## src/rtl/ptw_pkg.sv

```systemverilog
// ----------------------------------------------------------------------------
// ptw_pkg
// Types and constants shared by the private timer and watchdog block.
// ----------------------------------------------------------------------------
package ptw_pkg;

    // Operation codes carried by the mode field of an input transfer.
    typedef enum logic [1:0] {
        MODE_READ  = 2'd0,
        MODE_WRITE = 2'd1,
        MODE_TICK  = 2'd2,
        MODE_NOP   = 2'd3
    } mode_t;

    // Fixed output widths and CPU limit.
    localparam int CPU_SLOTS = 4;
    localparam int IRQ_W     = 2 * CPU_SLOTS;
    localparam int RST_W     = CPU_SLOTS;

    // Access window: everything at or above this offset is an error.
    localparam logic [5:0] OFFSET_LIMIT = 6'h38;
    localparam logic [5:0] WDT_BASE     = 6'h20;

    // Register offsets inside one counter's window.
    localparam logic [4:0] OFF_LOAD    = 5'h00;
    localparam logic [4:0] OFF_COUNT   = 5'h04;
    localparam logic [4:0] OFF_CTRL    = 5'h08;
    localparam logic [4:0] OFF_INTSTAT = 5'h0C;
    localparam logic [4:0] OFF_RSTSTAT = 5'h10;
    localparam logic [4:0] OFF_DISABLE = 5'h14;

    // Control register layout.
    localparam int CTL_EN  = 0;
    localparam int CTL_AR  = 1;
    localparam int CTL_IE  = 2;
    localparam int CTL_WDM = 3;
    localparam logic [31:0] CTL_RESVD      = 32'hFFFF00F8;
    localparam logic [15:0] CTL_WRITE_MASK = ~CTL_RESVD[15:0];

    // Watchdog disable key sequence.
    localparam logic [31:0] KEY_ONE = 32'h12345678;
    localparam logic [31:0] KEY_TWO = 32'h87654321;

    // Decoded bus access.
    typedef struct packed {
        logic       rd;
        logic       wr;
        logic       tick;
        logic       err;
        logic       wdt;
        logic [2:0] idx;
        logic [4:0] local_off;
    } acc_t;

    // Command to one counter lane.
    typedef struct packed {
        logic        tick;
        logic        write;
        logic [4:0]  local_off;
        logic [31:0] data;
    } lane_cmd_t;

    // Visible state of one counter lane.
    typedef struct packed {
        logic [31:0] load;
        logic [31:0] count;
        logic [15:0] ctrl;
        logic        irq_st;
        logic        rst_st;
    } lane_state_t;

endpackage

```

## src/rtl/ptw_decode.sv

```systemverilog
// ----------------------------------------------------------------------------
// ptw_decode
// Decodes a registered bus transfer into operation, target counter and
// access error.
// ----------------------------------------------------------------------------
module ptw_decode
    import ptw_pkg::*;
#(
    parameter int NUM_CPUS = 4
)
(
    input  logic [1:0] mode,
    input  logic [1:0] cpu,
    input  logic [5:0] offset,
    input  logic [2:0] active_cpus,
    output acc_t       acc
);

    logic cpu_ok;
    logic is_access;

    always_comb
    begin
        cpu_ok = ({1'b0, cpu} < active_cpus) && ({1'b0, cpu} < 3'(NUM_CPUS));
        is_access = 1'b0;
        acc = '0;
        case (mode_t'(mode))
            MODE_READ:
            begin
                acc.rd = 1'b1;
                is_access = 1'b1;
            end
            MODE_WRITE:
            begin
                acc.wr = 1'b1;
                is_access = 1'b1;
            end
            MODE_TICK:
            begin
                acc.tick = 1'b1;
            end
            default:
            begin
                acc.rd = 1'b0;
            end
        endcase
        acc.err = is_access && ((offset >= OFFSET_LIMIT) || !cpu_ok);
        acc.wdt = (offset >= WDT_BASE);
        acc.idx = {cpu, acc.wdt};
        // The watchdog window starts at 0x20, so the low five bits are
        // already the offset inside the selected counter's window.
        acc.local_off = offset[4:0];
    end

endmodule

```

## src/rtl/ptw_lane.sv

```systemverilog
// ----------------------------------------------------------------------------
// ptw_lane
// One 32-bit down-counter with its load, control and status registers,
// acting as either the private timer or the watchdog of one CPU.
// ----------------------------------------------------------------------------
module ptw_lane
    import ptw_pkg::*;
(
    input  logic        clk,
    input  logic        rst_n,
    input  logic        watchdog,
    input  lane_cmd_t   cmd,
    output lane_state_t state,
    output logic        irq_after,
    output logic        rst_after
);

    logic [31:0] load_reg, load_next;
    logic [31:0] count_reg, count_next;
    logic [15:0] ctrl_reg, ctrl_next;
    logic        irq_reg, irq_next;
    logic        rst_reg, rst_next;
    logic        armed_reg, armed_next;
    logic [31:0] count_dec;
    logic [15:0] ctrl_wr;

    always_comb
    begin
        load_next  = load_reg;
        count_next = count_reg;
        ctrl_next  = ctrl_reg;
        irq_next   = irq_reg;
        rst_next   = rst_reg;
        armed_next = armed_reg;
        count_dec  = count_reg - 32'd1;
        ctrl_wr    = cmd.data[15:0] & CTL_WRITE_MASK;
        // Watchdog mode can only be set on the watchdog; a control write never clears it.
        if (watchdog && (cmd.data[CTL_WDM] || ctrl_reg[CTL_WDM]))
        begin
            ctrl_wr[CTL_WDM] = 1'b1;
        end

        if (cmd.tick)
        begin
            if (ctrl_reg[CTL_EN] && (count_reg != 32'd0))
            begin
                count_next = count_dec;
                if (count_dec == 32'd0)
                begin
                    irq_next = 1'b1;
                    if (ctrl_reg[CTL_WDM])
                    begin
                        rst_next = 1'b1;
                    end
                    if (ctrl_reg[CTL_AR])
                    begin
                        count_next = load_reg;
                    end
                end
            end
        end
        else if (cmd.write)
        begin
            case (cmd.local_off)
                OFF_LOAD:
                begin
                    load_next  = cmd.data;
                    count_next = cmd.data;
                end
                OFF_COUNT:
                begin
                    count_next = cmd.data;
                end
                OFF_CTRL:
                begin
                    ctrl_next = ctrl_wr;
                    // Enabling an expired auto-reload counter restarts it.
                    if (!ctrl_reg[CTL_EN] && ctrl_wr[CTL_EN] && ctrl_wr[CTL_AR]
                        && (count_reg == 32'd0))
                    begin
                        count_next = load_reg;
                    end
                end
                OFF_INTSTAT:
                begin
                    if (cmd.data[0])
                    begin
                        irq_next = 1'b0;
                    end
                end
                OFF_RSTSTAT:
                begin
                    if (watchdog && cmd.data[0])
                    begin
                        rst_next = 1'b0;
                    end
                end
                OFF_DISABLE:
                begin
                    if (watchdog)
                    begin
                        if (cmd.data == KEY_ONE)
                        begin
                            armed_next = 1'b1;
                        end
                        else if ((cmd.data == KEY_TWO) && armed_reg)
                        begin
                            ctrl_next[CTL_WDM] = 1'b0;
                            armed_next = 1'b0;
                        end
                        else
                        begin
                            armed_next = 1'b0;
                        end
                    end
                end
                default:
                begin
                    armed_next = armed_reg;
                end
            endcase
        end
    end

    always_ff @(posedge clk or negedge rst_n)
    begin
        if (!rst_n)
        begin
            load_reg  <= '0;
            count_reg <= '0;
            ctrl_reg  <= '0;
            irq_reg   <= 1'b0;
            rst_reg   <= 1'b0;
            armed_reg <= 1'b0;
        end
        else
        begin
            load_reg  <= load_next;
            count_reg <= count_next;
            ctrl_reg  <= ctrl_next;
            irq_reg   <= irq_next;
            rst_reg   <= rst_next;
            armed_reg <= armed_next;
        end
    end

    assign state.load   = load_reg;
    assign state.count  = count_reg;
    assign state.ctrl   = ctrl_reg;
    assign state.irq_st = irq_reg;
    assign state.rst_st = rst_reg;

    assign irq_after = ctrl_next[CTL_EN] & ctrl_next[CTL_IE] & irq_next;
    assign rst_after = rst_next;

endmodule

```

## src/rtl/private_timer_watchdog_regs.sv

```systemverilog
// ----------------------------------------------------------------------------
// private_timer_watchdog_regs
// Per-CPU private timer and watchdog register block.
//
// Each CPU owns a pair of 32-bit down-counters: a private timer at byte
// offsets 0x00-0x1F and a watchdog at 0x20-0x37. A transfer on the input
// channel is a register read, a register write from the CPU named in the
// transfer, one counting tick that advances every enabled counter of every
// active CPU, or a no-op. Each input transfer yields exactly one output transfer
// carrying the read data, an access error flag, and the interrupt and reset
// request lines as they stand after that transfer has taken effect. The block
// takes one transfer per clock cycle while the output is not stalled: the
// transfer is captured in an input register, and once the result register is
// free the state update of all counters fills the result register. A stalled
// output holds the input register, so throughput then follows the output side.
// The active_cpus register is written through cfg_write_en and
// cfg_write_data and must only change while the block is idle; it resets to 4.
// ----------------------------------------------------------------------------
module private_timer_watchdog_regs
    import ptw_pkg::*;
#(
    parameter int NUM_CPUS = 4
)
(
    input  logic        clk,
    input  logic        rst_n,
    input  logic        cfg_write_en,
    input  logic [2:0]  cfg_write_data,
    input  logic        in_valid,
    output logic        in_ready,
    input  logic [1:0]  mode,
    input  logic [1:0]  cpu,
    input  logic [5:0]  offset,
    input  logic [31:0] write_data,
    output logic        out_valid,
    input  logic        out_ready,
    output logic [31:0] read_data,
    output logic        access_error,
    output logic [7:0]  irq_lines,
    output logic [3:0]  reset_requests
);

    localparam int NTIMERS = 2 * NUM_CPUS;
    localparam int LW      = $clog2(NTIMERS);

    // Configuration.
    logic [2:0] active_cpus_reg;

    // Input register stage.
    logic        in_valid_reg;
    logic [1:0]  mode_reg;
    logic [1:0]  cpu_reg;
    logic [5:0]  offset_reg;
    logic [31:0] write_data_reg;

    // Result register stage.
    logic        out_valid_reg;
    logic [31:0] read_data_reg, read_data_next;
    logic        access_error_reg;
    logic [7:0]  irq_lines_reg;
    logic [3:0]  reset_requests_reg;

    logic        fire;
    acc_t        acc;
    lane_state_t lane_st [NTIMERS];
    lane_state_t sel_st;
    logic [IRQ_W-1:0] irq_vec;
    logic [RST_W-1:0] rst_vec;
    logic [NTIMERS-1:0] rst_lane;

    // The stored item is executed whenever the result register is free or
    // is being emptied in this same cycle.
    assign fire     = in_valid_reg && (!out_valid_reg || out_ready);
    assign in_ready = !in_valid_reg || fire;

    always_ff @(posedge clk or negedge rst_n)
    begin
        if (!rst_n)
        begin
            active_cpus_reg <= 3'd4;
        end
        else if (cfg_write_en)
        begin
            active_cpus_reg <= cfg_write_data;
        end
    end

    always_ff @(posedge clk or negedge rst_n)
    begin
        if (!rst_n)
        begin
            in_valid_reg <= 1'b0;
        end
        else if (in_ready)
        begin
            in_valid_reg <= in_valid;
        end
    end

    always_ff @(posedge clk)
    begin
        if (in_valid && in_ready)
        begin
            mode_reg       <= mode;
            cpu_reg        <= cpu;
            offset_reg     <= offset;
            write_data_reg <= write_data;
        end
    end

    ptw_decode #(
        .NUM_CPUS (NUM_CPUS)
    ) u_decode (
        .mode        (mode_reg),
        .cpu         (cpu_reg),
        .offset      (offset_reg),
        .active_cpus (active_cpus_reg),
        .acc         (acc)
    );

    // One lane per counter; even lanes are private timers, odd lanes are
    // watchdogs. A tick reaches only lanes whose CPU is active, and a write
    // reaches only the lane that the decoder selected.
    for (genvar t = 0; t < NTIMERS; t++)
    begin : g_lane
        lane_cmd_t cmd;
        logic      lane_active;
        logic      irq_after;

        assign lane_active   = (3'(t / 2) < active_cpus_reg);
        assign cmd.tick      = fire && acc.tick && lane_active;
        assign cmd.write     = fire && acc.wr && !acc.err && (acc.idx == 3'(t));
        assign cmd.local_off = acc.local_off;
        assign cmd.data      = write_data_reg;

        ptw_lane u_lane (
            .clk       (clk),
            .rst_n     (rst_n),
            .watchdog  (1'(t % 2)),
            .cmd       (cmd),
            .state     (lane_st[t]),
            .irq_after (irq_after),
            .rst_after (rst_lane[t])
        );

        assign irq_vec[t] = irq_after;
    end

    for (genvar t = NTIMERS; t < IRQ_W; t++)
    begin : g_irq_pad
        assign irq_vec[t] = 1'b0;
    end

    for (genvar c = 0; c < RST_W; c++)
    begin : g_rst
        if (c < NUM_CPUS)
        begin : g_used
            assign rst_vec[c] = rst_lane[2 * c + 1];
        end
        else
        begin : g_pad
            assign rst_vec[c] = 1'b0;
        end
    end

    // Register read: the selected lane's state is muxed by the window offset.
    // Unaligned offsets, holes and the disable register read as zero.
    assign sel_st = lane_st[acc.idx[LW-1:0]];

    always_comb
    begin
        read_data_next = '0;
        if (acc.rd && !acc.err)
        begin
            case (acc.local_off)
                OFF_LOAD:    read_data_next = sel_st.load;
                OFF_COUNT:   read_data_next = sel_st.count;
                OFF_CTRL:    read_data_next = {16'd0, sel_st.ctrl};
                OFF_INTSTAT: read_data_next = {31'd0, sel_st.irq_st};
                OFF_RSTSTAT: read_data_next = {31'd0, acc.wdt & sel_st.rst_st};
                default:     read_data_next = '0;
            endcase
        end
    end

    always_ff @(posedge clk or negedge rst_n)
    begin
        if (!rst_n)
        begin
            out_valid_reg <= 1'b0;
        end
        else if (fire)
        begin
            out_valid_reg <= 1'b1;
        end
        else if (out_ready)
        begin
            out_valid_reg <= 1'b0;
        end
    end

    always_ff @(posedge clk)
    begin
        if (fire)
        begin
            read_data_reg      <= read_data_next;
            access_error_reg   <= acc.err;
            irq_lines_reg      <= irq_vec;
            reset_requests_reg <= rst_vec;
        end
    end

    assign out_valid      = out_valid_reg;
    assign read_data      = read_data_reg;
    assign access_error   = access_error_reg;
    assign irq_lines      = irq_lines_reg;
    assign reset_requests = reset_requests_reg;

`ifndef SYNTHESIS
    // An executed transfer always produces a result in the next cycle.
    a_fire_gives_result: assert property (@(posedge clk) disable iff (!rst_n)
        fire |=> out_valid)
        else $error("executed transfer did not produce a result");

    // A stored transfer never waits while the result register is empty.
    a_no_idle_stall: assert property (@(posedge clk) disable iff (!rst_n)
        (in_valid_reg && !out_valid_reg) |-> fire)
        else $error("stored transfer stalled with empty result register");

    // An access error always comes with zero read data.
    a_err_zero_data: assert property (@(posedge clk) disable iff (!rst_n)
        (out_valid && access_error) |-> (read_data == 32'd0))
        else $error("access error with nonzero read data");

    // A tick never reports an access error.
    a_tick_no_err: assert property (@(posedge clk) disable iff (!rst_n)
        (fire && acc.tick) |=> !access_error)
        else $error("tick reported an access error");
`endif

endmodule
```

## config.mk

```make
export PLATFORM = sky130hd
export DESIGN_NAME = private_timer_watchdog_regs
export DESIGN_NICKNAME = d
export VERILOG_FILES = /design/src/rtl/ptw_pkg.sv /design/src/rtl/ptw_decode.sv /design/src/rtl/ptw_lane.sv /design/src/rtl/private_timer_watchdog_regs.sv
export SDC_FILE = /design/constraint.sdc
export NUM_CORES = 2
export LEC_CHECK = 0
export BUFFER_PORTS_ARGS = -buffer_cell sky130_fd_sc_hd__buf_2
export CAP_MARGIN = 20
export CORE_MARGIN = 2
export CORE_UTILIZATION = 60
export CTS_CLUSTER_SIZE = 25
export DETAILED_ROUTE_END_ITERATION = 6
export HOLD_SLACK_MARGIN = 0.1
export PLACE_DENSITY = 0.82
export SLEW_MARGIN = 10
export SYNTH_ARGS = -nofsm -noshare
export SYNTH_HDL_FRONTEND = slang
export SYNTH_SLANG_ARGS = --single-unit
```

## constraint.sdc

```tcl
create_clock -name clk -period 4.3 [get_ports clk]
set_input_delay 0.86 -clock clk [delete_from_list [all_inputs] [get_ports clk]]
set_output_delay 0.86 -clock clk [all_outputs]
set_load 0.005 [all_outputs]
```

==> results_dict.tcl <==
set metrics [dict create \
    final_cell_mix "624 x dfrtp_1, 426 x a21oi_1, 338 x mux2_2" \
    p_seq_share_pct 36.8 \
    ir_drop_v 0.000446 \
    dr_total_vias 42400 \
    area_delta_synth_final_pct 12.0 \
    clock_skew_ns 0.0381 \
    ys.flop_type "dfrtp_1" \
    r2r_start "g_lane[7].u_lane.count_reg[4]$_DFFE_PN0P_" \
    crit_type "reg2reg" \
    critPathLaunchType "flop" \
    cts_tree "done" \
    core_um2 72700 \
    status "finished, violations left" \
    setup_viol 0 \
    fill_cells 5542 \
    combPwrFrac_pct 28.6 \
    track_usage_pct 53.6 \
    synth-edff-count 87 \
    grt_overflow 0 \
    postCtsSetupRepairBufs 0 \
    syn_area_per_cell_um2 9.86 \
    ys_warn_count 0 \
    grt_antenna_before_repair 13 \
    wl_per_cell_um 36.5 \
    setup_ws_ns 0.134 \
    switching_share_pct 36.4 \
    syn-num-nets 4536 \
    synth_area_um2 44000 \
    rrSetupSlack_ns 0.13 \
    final.period_utilization_pct 96.9 \
    dr.pass1.iters 7 \
    grt_pass1_wl_um 288000 \
    rr_endpoint "reset_requests[3]$_DFFE_PP_" \
    die-width_um 275 \
    fin_nets 4588 \
    clockPowerShare_pct 34.6 \
    ioPinCount 97 \
    dp_hpwl_um 148000 \
    reg2reg_depth 11 \
    synth_area_leader_cell "dfrtp_1" \
    clk_pin_slew_ns 0.07 \
    die_h_um 275 \
    ys_ff_latch 712 \
    cts_root_buffer "clkbuf_16" \
    rsz0062_at_grt "no" \
    layout_min_cycle_time_ns 4.17 \
    drv_cap 0 \
    tns_ns 0 \
    tightest_slew_ns 1.33 \
    hold_buffers 0 \
    crit_arrival_ns 4.62 \
    crit_required_ns 4.76 \
    intPower_uw 13000 \
    yosysSeqAreaShare_pct 41.5 \
    start_util_pct 60.5 \
    preCtsSetupSlack_ns 0.383 \
    ys_async_sr_fraction_pct 87.8 \
    cts_resized 0 \
    slew_headroom_pct 11.5 \
    drc_errors 4 \
    fin_cells 5543 \
    routabilityCongestion 1.07 \
    drt_wl_total_um 202000 \
    antenna_left 0 \
    ys_top_cells_by_area "dfrtp_1 35%, mux2_2 8.7%, mux4_2 7.9%, edfxtp_1 5.9%, a21oi_1 4.9%" \
    num_rows 99 \
    drive_gt1_share_pct 23.3 \
    cts_buffers 80 \
    p_switching_uw 7460 \
    dp.cells 5387 \
    synth_top_area_share_pct 35.5 \
    synth.distinct_cells 94 \
    failed_checks "design-rule violations" \
    hold_path_class "in2async" \
    leakage_uw 0.0222 \
    netlist_instances 4461 \
    final_util_pct 67.8 \
    final_common_cell "dfrtp_1" \
    cts_max_path_buffers 3 \
    via_per_inst 7.65 \
    slew_violations 0 \
    clock_latency_ns 0.68 \
    grt_pass1_vias 39500 \
    power_density_nw_per_um2 415 \
    io_buffer_count 96 \
    dieArea_um2 75500 \
    end_kind "flop" \
    h-tree-depth 3 \
    dr.first_iter.drc_count 8273 \
    clock.fmax_mhz 240 \
    grt_max_degree 134 \
    cts.sinks 712 \
    fin_hold_ws_ns 0.290 \
    cp_max_fo 6 \
    hold_violations 0 \
]
==> power by group through the flow <==
| stage | registers [uW] | clock network (uW) | logic, uW |
|---|---|---|---|
| after global routing | 7530 | 7310 | 6110 |
| after CTS | 7500 | 7030 | 5460 |
| final | 7540 | 7080 | 5850 |
| after detailed placement | 7620 | 0 | 5410 |
| after global placement | 7610 | 0 | 5390 |
| after floorplan | 7330 | 0 | 3440 |
==> cell usage after synthesis (40+ instances only) <==
| cell type | count |
|---|---|
| xnor2_1 | 81 |
| a21o_1 | 57 |
| a221oi_1 | 61 |
| nand3_1 | 134 |
| nor2_1 | 273 |
| nand4_1 | 52 |
| dfrtp_1 | 624 |
| and2_1 | 44 |
| inv_1 | 49 |
| xor2_1 | 63 |
| a21oi_1 | 427 |
| o21ai_0 | 162 |
| mux4_2 | 154 |
| o21ai_1 | 43 |
| mux2_2 | 338 |
| or4_1 | 40 |
| edfxtp_1 | 87 |
| nor4_1 | 104 |
| nor3_1 | 269 |
| mux2i_1 | 80 |
| o22ai_1 | 53 |
| clkbuf_1 | 328 |
| buf_1 | 46 |
| nand2_1 | 323 |
==> final cells by class <==
cell class | count | area (um2) | share of cell area [%]
Timing Repair Buffer | 364 | 2800 | 5.69
Tap cell | 959 | 1200 | 2.43
Clock inverter | 44 | 490 | 0.995
Clock buffer | 102 | 2150 | 4.35
Sequential cell | 712 | 18300 | 37.0
Inverter | 49 | 184 | 0.373
Antenna cell | 7 | 17.5 | 0.0355
Multi-Input combinational cell | 3306 | 24200 | 49.1
==> metal layers <==
| layer | share of wire, % | global-route usage [%] |
|---|---|---|
| met5 | 0.046 | 0 |
| met4 | 8.6 | 34.1 |
| met3 | 17 | 25.9 |
| met2 | 38 | 70.0 |
| met1 | 36 | 70.6 |
==> kinds of logic (layout without fill, tap and decap cells) <==
kind of cell,Yosys count,after routing,synth area share [%]
xor gates and xnor gates,144,144,2.87
other,0,7,0
adders and majority gates,25,25,0.711
AOI/OAI and AO/OA,1050,1050,14.7
DFF,712,712,41.5
muxes,572,572,18.4
buffers and inverters,443,559,3.89
and+or+nand+nor,1515,1515,18.0
==> worst max-delay path, stage by stage, from the launching register on <==
cell and delay, ns:
dfrtp_1 0.47, nor3_1 0.59, nand4_1 0.54, nor4_1 0.51
xnor2_1 0.37, nand2_1 0.13, nor4_1 0.35, buf_4 0.22
and2_1 0.19, buf_4 0.21, a21oi_1 0.08, a21oi_1 0.28
==> worst max path at each step <==
stage	startpoint	cells after the start	to
2_1_floorplan	g_lane[1].u_lane.count_reg[0]$_DFFE_PN0P_	15	g_lane[1].u_lane.count_reg[15]$_DFFE_PN0P_
3_3_place_gp	g_lane[5].u_lane.count_reg[1]$_DFFE_PN0P_	11	reset_requests[2]$_DFFE_PP_
3_5_place_dp	g_lane[3].u_lane.count_reg[14]$_DFFE_PN0P_	9	g_lane[3].u_lane.count_reg[11]$_DFFE_PN0P_
4_1_cts	g_lane[3].u_lane.count_reg[14]$_DFFE_PN0P_	9	g_lane[3].u_lane.count_reg[11]$_DFFE_PN0P_
5_1_grt	g_lane[7].u_lane.count_reg[4]$_DFFE_PN0P_	11	reset_requests[3]$_DFFE_PP_
6_report	g_lane[7].u_lane.count_reg[4]$_DFFE_PN0P_	11	reset_requests[3]$_DFFE_PP_
==> through the flow <==
stage | cell area [um2] | power [uW]
2_1_floorplan | 44000 | 10800
3_3_place_gp | 46600 | 13000
3_5_place_dp | 46600 | 13000
4_1_cts | 49200 | 20000
5_1_grt | 49300 | 21000
6_report | 49300 | 20500
Note: power is estimated with default switching activity, not from simulation.
